**config.mk**
```make
export PLATFORM = sky130hd
export DESIGN_NAME = ptw6_walk
export DESIGN_NICKNAME = d
export VERILOG_FILES = /design/src/hw/rtl/ptw6_pkg.sv /design/src/hw/rtl/ptw6_walk.sv
export SDC_FILE = /design/constraint.sdc
export NUM_CORES = 1
export LEC_CHECK = 0
export BUFFER_PORTS_ARGS = -buffer_cell sky130_fd_sc_hd__clkbuf_2
export CAP_MARGIN = 40
export CELL_PAD_IN_SITES_DETAIL_PLACEMENT = 1
export CELL_PAD_IN_SITES_GLOBAL_PLACEMENT = 1
export CORE_MARGIN = 4
export CORE_UTILIZATION = 30
export CTS_CLUSTER_DIAMETER = 40
export CTS_CLUSTER_SIZE = 24
export DETAILED_ROUTE_END_ITERATION = 16
export GPL_ROUTABILITY_DRIVEN = 0
export PLACE_DENSITY = 0.79
export SLEW_MARGIN = 20
export SYNTH_ARGS = -nofsm -noshare
export SYNTH_HDL_FRONTEND = slang
export SYNTH_SLANG_ARGS = --single-unit
```
**constraint.sdc**
```tcl
create_clock -name clk -period 4.9 [get_ports clk]
set_clock_uncertainty 0.2 [all_clocks]
set_input_delay 0.49 -clock clk [delete_from_list [all_inputs] [get_ports clk]]
set_output_delay 0.49 -clock clk [all_outputs]
set_load 0.05 [all_outputs]
```
**src/hw/rtl/ptw6_pkg.sv**
```systemverilog
// Shared constants and types for the six-level page table walker.
package ptw6_pkg;

  localparam int STORE_WORDS_DEFAULT = 4096;
  localparam int LEVEL_COUNT_DEFAULT = 6;
  localparam int INDEX_BITS_DEFAULT = 8;

  localparam int FLAG_BITS = 8;
  localparam int PRESENT_BIT = 0;
  localparam int WORD_SHIFT = 3;

  localparam logic ACT_WRITE = 1'b0;
  localparam logic ACT_WALK = 1'b1;

  typedef struct packed {
    logic read;
    logic write;
  } ptw6_mem_cmd_t;

endpackage

```
**src/hw/rtl/ptw6_walk.sv**
```systemverilog
// Walk sequencer: root register, level stepping, store access and result register.
module ptw6_walk import ptw6_pkg::*; #(
  parameter int STORE_WORDS = STORE_WORDS_DEFAULT,
  parameter int LEVEL_COUNT = LEVEL_COUNT_DEFAULT,
  parameter int INDEX_BITS  = INDEX_BITS_DEFAULT
) (
  input  logic                           clk,
  input  logic                           rst,
  input  logic                           start,
  output logic                           busy,
  input  logic                           action,
  input  logic [63:0]                    address,
  input  logic [63:0]                    write_data,
  input  logic                           cfg_valid,
  output logic                           cfg_ready,
  input  logic [63:0]                    cfg_data,
  output ptw6_mem_cmd_t                  mem_cmd,
  output logic [$clog2(STORE_WORDS)-1:0] mem_addr,
  output logic [63:0]                    mem_wdata,
  input  logic [63:0]                    mem_rdata,
  output logic                           done,
  output logic                           found,
  output logic [63:0]                    leaf_entry
);

  localparam int AW = $clog2(STORE_WORDS);
  localparam int LVL_W = (LEVEL_COUNT > 1) ? $clog2(LEVEL_COUNT) : 1;
  localparam logic [LVL_W-1:0] LAST_LEVEL = LVL_W'(LEVEL_COUNT - 1);

  typedef enum logic [2:0] {
    ST_IDLE  = 3'b001,
    ST_ISSUE = 3'b010,
    ST_CHECK = 3'b100
  } state_t;

  state_t           state;
  state_t           state_next;
  logic [LVL_W-1:0] level;
  logic [63:0]      vaddr;
  logic [AW-1:0]    base_word;
  logic [AW-1:0]    root_word;
  logic             accept;

  assign busy      = (state != ST_IDLE);
  assign cfg_ready = (state == ST_IDLE);
  assign accept    = start && (state == ST_IDLE);
  assign mem_wdata = write_data;

  always_comb begin
    mem_cmd.write = accept && (action == ACT_WRITE);
    mem_cmd.read  = (state == ST_ISSUE);
    if (state == ST_IDLE) begin
      mem_addr = address[WORD_SHIFT +: AW];
    end else begin
      mem_addr = base_word + AW'(vaddr[63 -: INDEX_BITS]);
    end
  end

  always_comb begin
    state_next = state;
    case (state)
      ST_IDLE: begin
        if (accept && (action == ACT_WALK)) begin
          state_next = ST_ISSUE;
        end
      end
      ST_ISSUE: begin
        state_next = ST_CHECK;
      end
      ST_CHECK: begin
        if ((level == LAST_LEVEL) || !mem_rdata[PRESENT_BIT]) begin
          state_next = ST_IDLE;
        end else begin
          state_next = ST_ISSUE;
        end
      end
      default: begin
        state_next = ST_IDLE;
      end
    endcase
  end

  always_ff @(posedge clk) begin
    if (rst) begin
      state     <= ST_IDLE;
      done      <= 1'b0;
      root_word <= '0;
    end else begin
      state <= state_next;
      done  <= (state == ST_CHECK) &&
               ((level == LAST_LEVEL) || !mem_rdata[PRESENT_BIT]);
      if (cfg_valid && cfg_ready) begin
        root_word <= cfg_data[WORD_SHIFT +: AW];
      end
    end
  end

  always_ff @(posedge clk) begin
    case (state)
      ST_IDLE: begin
        level     <= '0;
        vaddr     <= address;
        base_word <= root_word;
      end
      ST_ISSUE: begin
        vaddr <= vaddr << INDEX_BITS;
      end
      ST_CHECK: begin
        level     <= level + 1'b1;
        base_word <= {mem_rdata[WORD_SHIFT + AW - 1:FLAG_BITS],
                      {(FLAG_BITS - WORD_SHIFT){1'b0}}};
        if (level == LAST_LEVEL) begin
          found      <= 1'b1;
          leaf_entry <= mem_rdata;
        end else if (!mem_rdata[PRESENT_BIT]) begin
          found      <= 1'b0;
          leaf_entry <= '0;
        end
      end
      default: begin
        level <= '0;
      end
    endcase
  end

`ifndef NO_ASSERTIONS
  a_done_after_check: assert property (@(posedge clk) disable iff (rst)
    done |-> $past(state == ST_CHECK))
    else $error("Result strobe without a finished walk step.");

  a_write_only_idle: assert property (@(posedge clk) disable iff (rst)
    mem_cmd.write |-> (state == ST_IDLE) && !mem_cmd.read)
    else $error("Store write outside the idle state.");

  a_miss_is_zero: assert property (@(posedge clk) disable iff (rst)
    (done && !found) |-> (leaf_entry == '0))
    else $error("Failed walk returned a nonzero entry.");

  a_level_range: assert property (@(posedge clk) disable iff (rst)
    (state != ST_IDLE) |-> (level <= LAST_LEVEL))
    else $error("Walk level beyond the last level.");

  a_check_follows_issue: assert property (@(posedge clk) disable iff (rst)
    (state == ST_ISSUE) |=> (state == ST_CHECK))
    else $error("Read data not checked after a store read.");
`endif

endmodule
```
* After elaboration in Yosys (flattened, before gate mapping)
Cells that the tools add are included.
Cells by class: add/sub/neg operators 2, $mul 0, divide/modulo/power cells 0, magnitude comparators 0, equality and inequality tests 7, shift-type cells 0, multiplexer cells 10, bitwise gates (word level) 1, reduce and logical (&&, ||, !) cells 10
Operators by type and width (number):
- 2-to-1 mux 64 bit | 2
- one-hot mux 64 bit (2 select lines) | 1
- one-hot mux 12 bit (2 select lines) | 1
- adder 12 x 8 -> 12 bit | 1
- 2-to-1 mux 12 bit | 1
- one-hot mux 3 bit (3 select lines) | 1
- equality test 3 bit, second input constant | 2
- one-hot mux 3 bit (2 select lines) | 1
- logical AND 1 bit | 5
- inequality test 2 x 1 -> 1 bit, second input constant | 2
- nonzero test 2 bit | 2
- adder 3 x 1 -> 3 bit, second input constant | 1
- equality test 3 x 1 -> 1 bit, second input constant | 1
- equality test 3 x 2 -> 1 bit, second input constant | 1
- 2-to-1 mux 3 bit | 1
- inequality test 3 x 1 -> 1 bit, second input constant | 1
- 2-to-1 mux 2 bit | 1
- AND reduction 2 bit | 1
- logical NOT 1 bit | 1
- logical OR 1 bit | 1
- 2-to-1 mux 1 bit | 1
- inverter 1 bit | 1
Storage, ports and cells: register bits 160, bits in latches 0, RAM bits 0, memory bits (read-only) 0, bits of input ports 261, output and inout port bits 146, logic and storage cells 38, memories kept 0

* Logic depth before layout (Yosys ltp)
word-level depth 5, gate-level depth with buffers 8, depth with buffers taken out 8

* Worst setup path after synthesis
Ideal clock, no wire load.
path type reg2reg, start register state[2], end register found (enable), library setup time 0.510 ns, arrival 4.153 ns, required time 4.190 ns, slack 0.037 ns, stages on the path, launching flop included 4, path buffers 1, clock period less this slack 4.863 ns, cell sequence dfxtp_1 -> or3b_2 -> clkbuf_1 -> a21oi_1
Between the ends: longest elaborated chain between the ends 2
RTL lines:
- start: declaration | line ptw6_walk.sv:36 | state_t state;
- start signal: assignment | line ptw6_walk.sv:89 | state <= state_next;
- equality test 3 bit | line ptw6_walk.sv:99 | case (state)
- AND reduction 2 bit (no source line)
- end signal: assignment | line ptw6_walk.sv:113 | found <= 1'b1;
- end signal: assignment | line ptw6_walk.sv:116 | found <= 1'b0;
- end: declaration | line ptw6_walk.sv:22 | output logic found,
No other way between the ends. A chain may end at the register's enable or synchronous reset.

* Worst setup path after layout
start register vaddr[56], end output port mem_addr[6]
Between the ends: longest elaborated chain between the ends 2
RTL lines:
- start: declaration | line ptw6_walk.sv:39 | logic [63:0] vaddr;
- start signal: assignment | line ptw6_walk.sv:102 | vaddr <= address;
- start signal: assignment | line ptw6_walk.sv:106 | vaddr <= vaddr << INDEX_BITS;
- adder 12 x 8 -> 12 bit | line ptw6_walk.sv:55 | mem_addr = base_word + AW'(vaddr[63 -: INDEX_BITS]);
- 2-to-1 mux 12 bit | line ptw6_walk.sv:52 | if (state == ST_IDLE) begin
- end: declaration | line ptw6_walk.sv:18 | output logic [$clog2(STORE_WORDS)-1:0] mem_addr,
No other way between the ends.

==> flow_summary.ini <==
[status]
outcome = finished, final reports clean

[worst_setup_path]
endpoint_kind = output port
path_class = flip-flop to output port
crit_fanout = 3
cpPeakStageDelay_ps = 390
regToRegSetupSlack_ps = 2090
worst-path-buf-inv = 2
cp.arrival_ps = 2710
cpLargestDelayFamily = adder cells
critPathRequiredTime_ps = 4210
cp_common_cell = a21oi_1
path_cells = ha_1 > inv_1 > fa_1 > nand2b_1 > a21oi_1 > nor2_1 > xor2_1 > a21oi_1 > clkbuf_2
crit_path_top_delay_cell = fa_1
cp-start-kind = flip-flop

[finish]
drive_gt1_share_pct = 32.6
stdcell_area_sq_um = 8910
layout_common_cells = nand2_1, clkbuf_2, edfxtp_1, and3_1, a21oi_1
area_growth_syn_to_layout_pct = 20.9
nets = 1100
n_antenna_cell = 0

[die]
io_pins = 407
die_y_microns = 165
core_sq_um = 24200
initial_utilization_pct = 30.4
die_x_microns = 165
rows = 57
dieArea_sq_um = 27100

[routing]
drtPass1Iterations = 4
viasPerCell = 4.44
ant_nets = 0
wl_mm = 20.1
drtIter0Drc = 320
vias = 5176
wl_per_cell_microns = 17.2
drc = 0

[power]
leakage_nw = 3.97
power_density_nw_per_um2 = 358
vdd_drop_max_mv = 0.204

[cts]
post_cts_buffers = 0
cts_tree = built
clock_latency_ps = 410
clk_path_buf_depth = 2
cts_made_buffers = 17
clk_pin_slew_ps = 70
cts-resized-gates = 0
h-tree-depth = 4
cts_sinks = 160
clock-root-buffer = clkbuf_16
postCtsHoldBufs = 0

[synth]
synth-seq-cells = 160
synth_nets = 948
ys_dominant_reg_cell = edfxtp_1
yosys_warnings = 0
async_flop_share_pct = 0
synth_cell_type_count = 42
synth-edff-count = 144
seq_area_frac_synth_pct = 63.0
syn_area_per_cell_sq_um = 10.9
syn-instance-count = 676
syn_area_sq_um = 7370

[timing]
hold_viol = 0
totalNegativeSetupSlack_ps = 0
period_needed_ps = 3400
max_slew_margin_pct = 45.8
rsz0062_at_grt = no
slew_violations = 0
setup_viol = 0
post-route-period-util_pct = 69.3
tightest_slew_ps = 811
fmax_mhz = 294

[hold_path]
min_path_type = input pin to flip-flop

[placed_design]
portBuffers = 226
placed_area_sq_um = 8340
dpl.hpwl_mm = 14.8

[global_routing]
antenna_found_initial = 0
grt_max_degree = 67
grt_pass1_wl_mm = 30.0
grt_overflow_total = 0
grt_use_total_pct = 14.6
grt_pass1_vias = 5397

[run]
cap_viol_max_count = 0
-- where the power goes --
group | internal, mW | switching (mW) | total (mW)
logic | 0.118 | 0.211 | 0.329
clock network | 0.706 | 0.575 | 1.28
registers | 1.56 | 0.0268 | 1.58
-- sequential cells by signal, indices dropped and copies added (netlist names) --
register	flops
base_word	12
done	1
found	1
leaf_entry	64
level	3
root_word	12
state	3
vaddr	64
-- layout make-up --
class,count,area (sq um)
multi-input combinational,407,2070
fill,2822,15300
clock buffer,17,425
tap,324,405
clock inverter,15,133
inverter,8,30.0
sequential,160,4640
timing repair buffer,234,1200
-- worst register-to-register path, cell delays in order (launching register included) --
cell      delay, ps
edfxtp_1        390
inv_1            80
ha_1            140
buf_4           420
nand2_1         230
a21oi_4         460
buf_8           230
buf_4           320
-- per-layer routing --
layer,up-vias,routed length [microns],GRT usage (%)
met5,-,0,0
met4,0,410,5.33
met3,36,1050,3.84
met2,129,10300,25.3
met1,2464,8360,17.3
li1,2547,-,-
-- synthesized netlist by cell type, types with 5 or more instances --
master | number | area [sq um]
edfxtp_1 | 144 | 4320
ha_1 | 10 | 125
nand2_1 | 228 | 856
inv_1 | 7 | 26.3
buf_1 | 5 | 18.8
and3_1 | 65 | 407
xor2_1 | 6 | 52.6
and2_1 | 13 | 81.3
clkbuf_1 | 27 | 101
a21oi_1 | 28 | 140
buf_4 | 65 | 488
dfxtp_1 | 16 | 320
nor2_1 | 15 | 56.3
-- cells by family (layout without fill, tap and decap cells) --
kind of cell / Yosys count / in the layout / synth area share [%]
AOI/OAI and AO/OA: 48 / 48 / 4.02
xor gates and xnor gates: 9 / 9 / 1.07
adders and majority gates: 11 / 11 / 1.97
buffers and inverters: 109 / 274 / 9.10
DFF: 160 / 160 / 63.0
muxes: 1 / 1 / 0.136
and+or+nand+nor: 338 / 338 / 20.7
-- metrics by stage --
stage                     util [%]  hold WS (ps)  cells  setup WS [ps]  power, mW
after CTS                     36.7          72.8   1164           1520       3.24
after global routing          36.7          79.4   1165           1370       3.33
after floorplan                  -           226    676           36.6       1.95
final                         36.7          95.2   1165           1500       3.19
after global placement        34.4           243   1132           1960       1.93
after detailed placement      34.4           248   1132           1820       1.94
-- final timing paths --
path                                   from                            to  cells past startpoint
setup reg to reg     level[1]$_SDFFCE_PN0N_  leaf_entry[61]$_SDFFCE_PN0P_                      7
setup / recovery        vaddr[56]$_DFFE_PP_                   mem_addr[6]                      9
hold / removal                  cfg_data[9]     root_word[6]$_SDFFE_PP0P_                      3
hold reg to reg   root_word[1]$_SDFFE_PP0P_     root_word[1]$_SDFFE_PP0P_                      2
No activity file was read; power rests on OpenSTA's default activity.
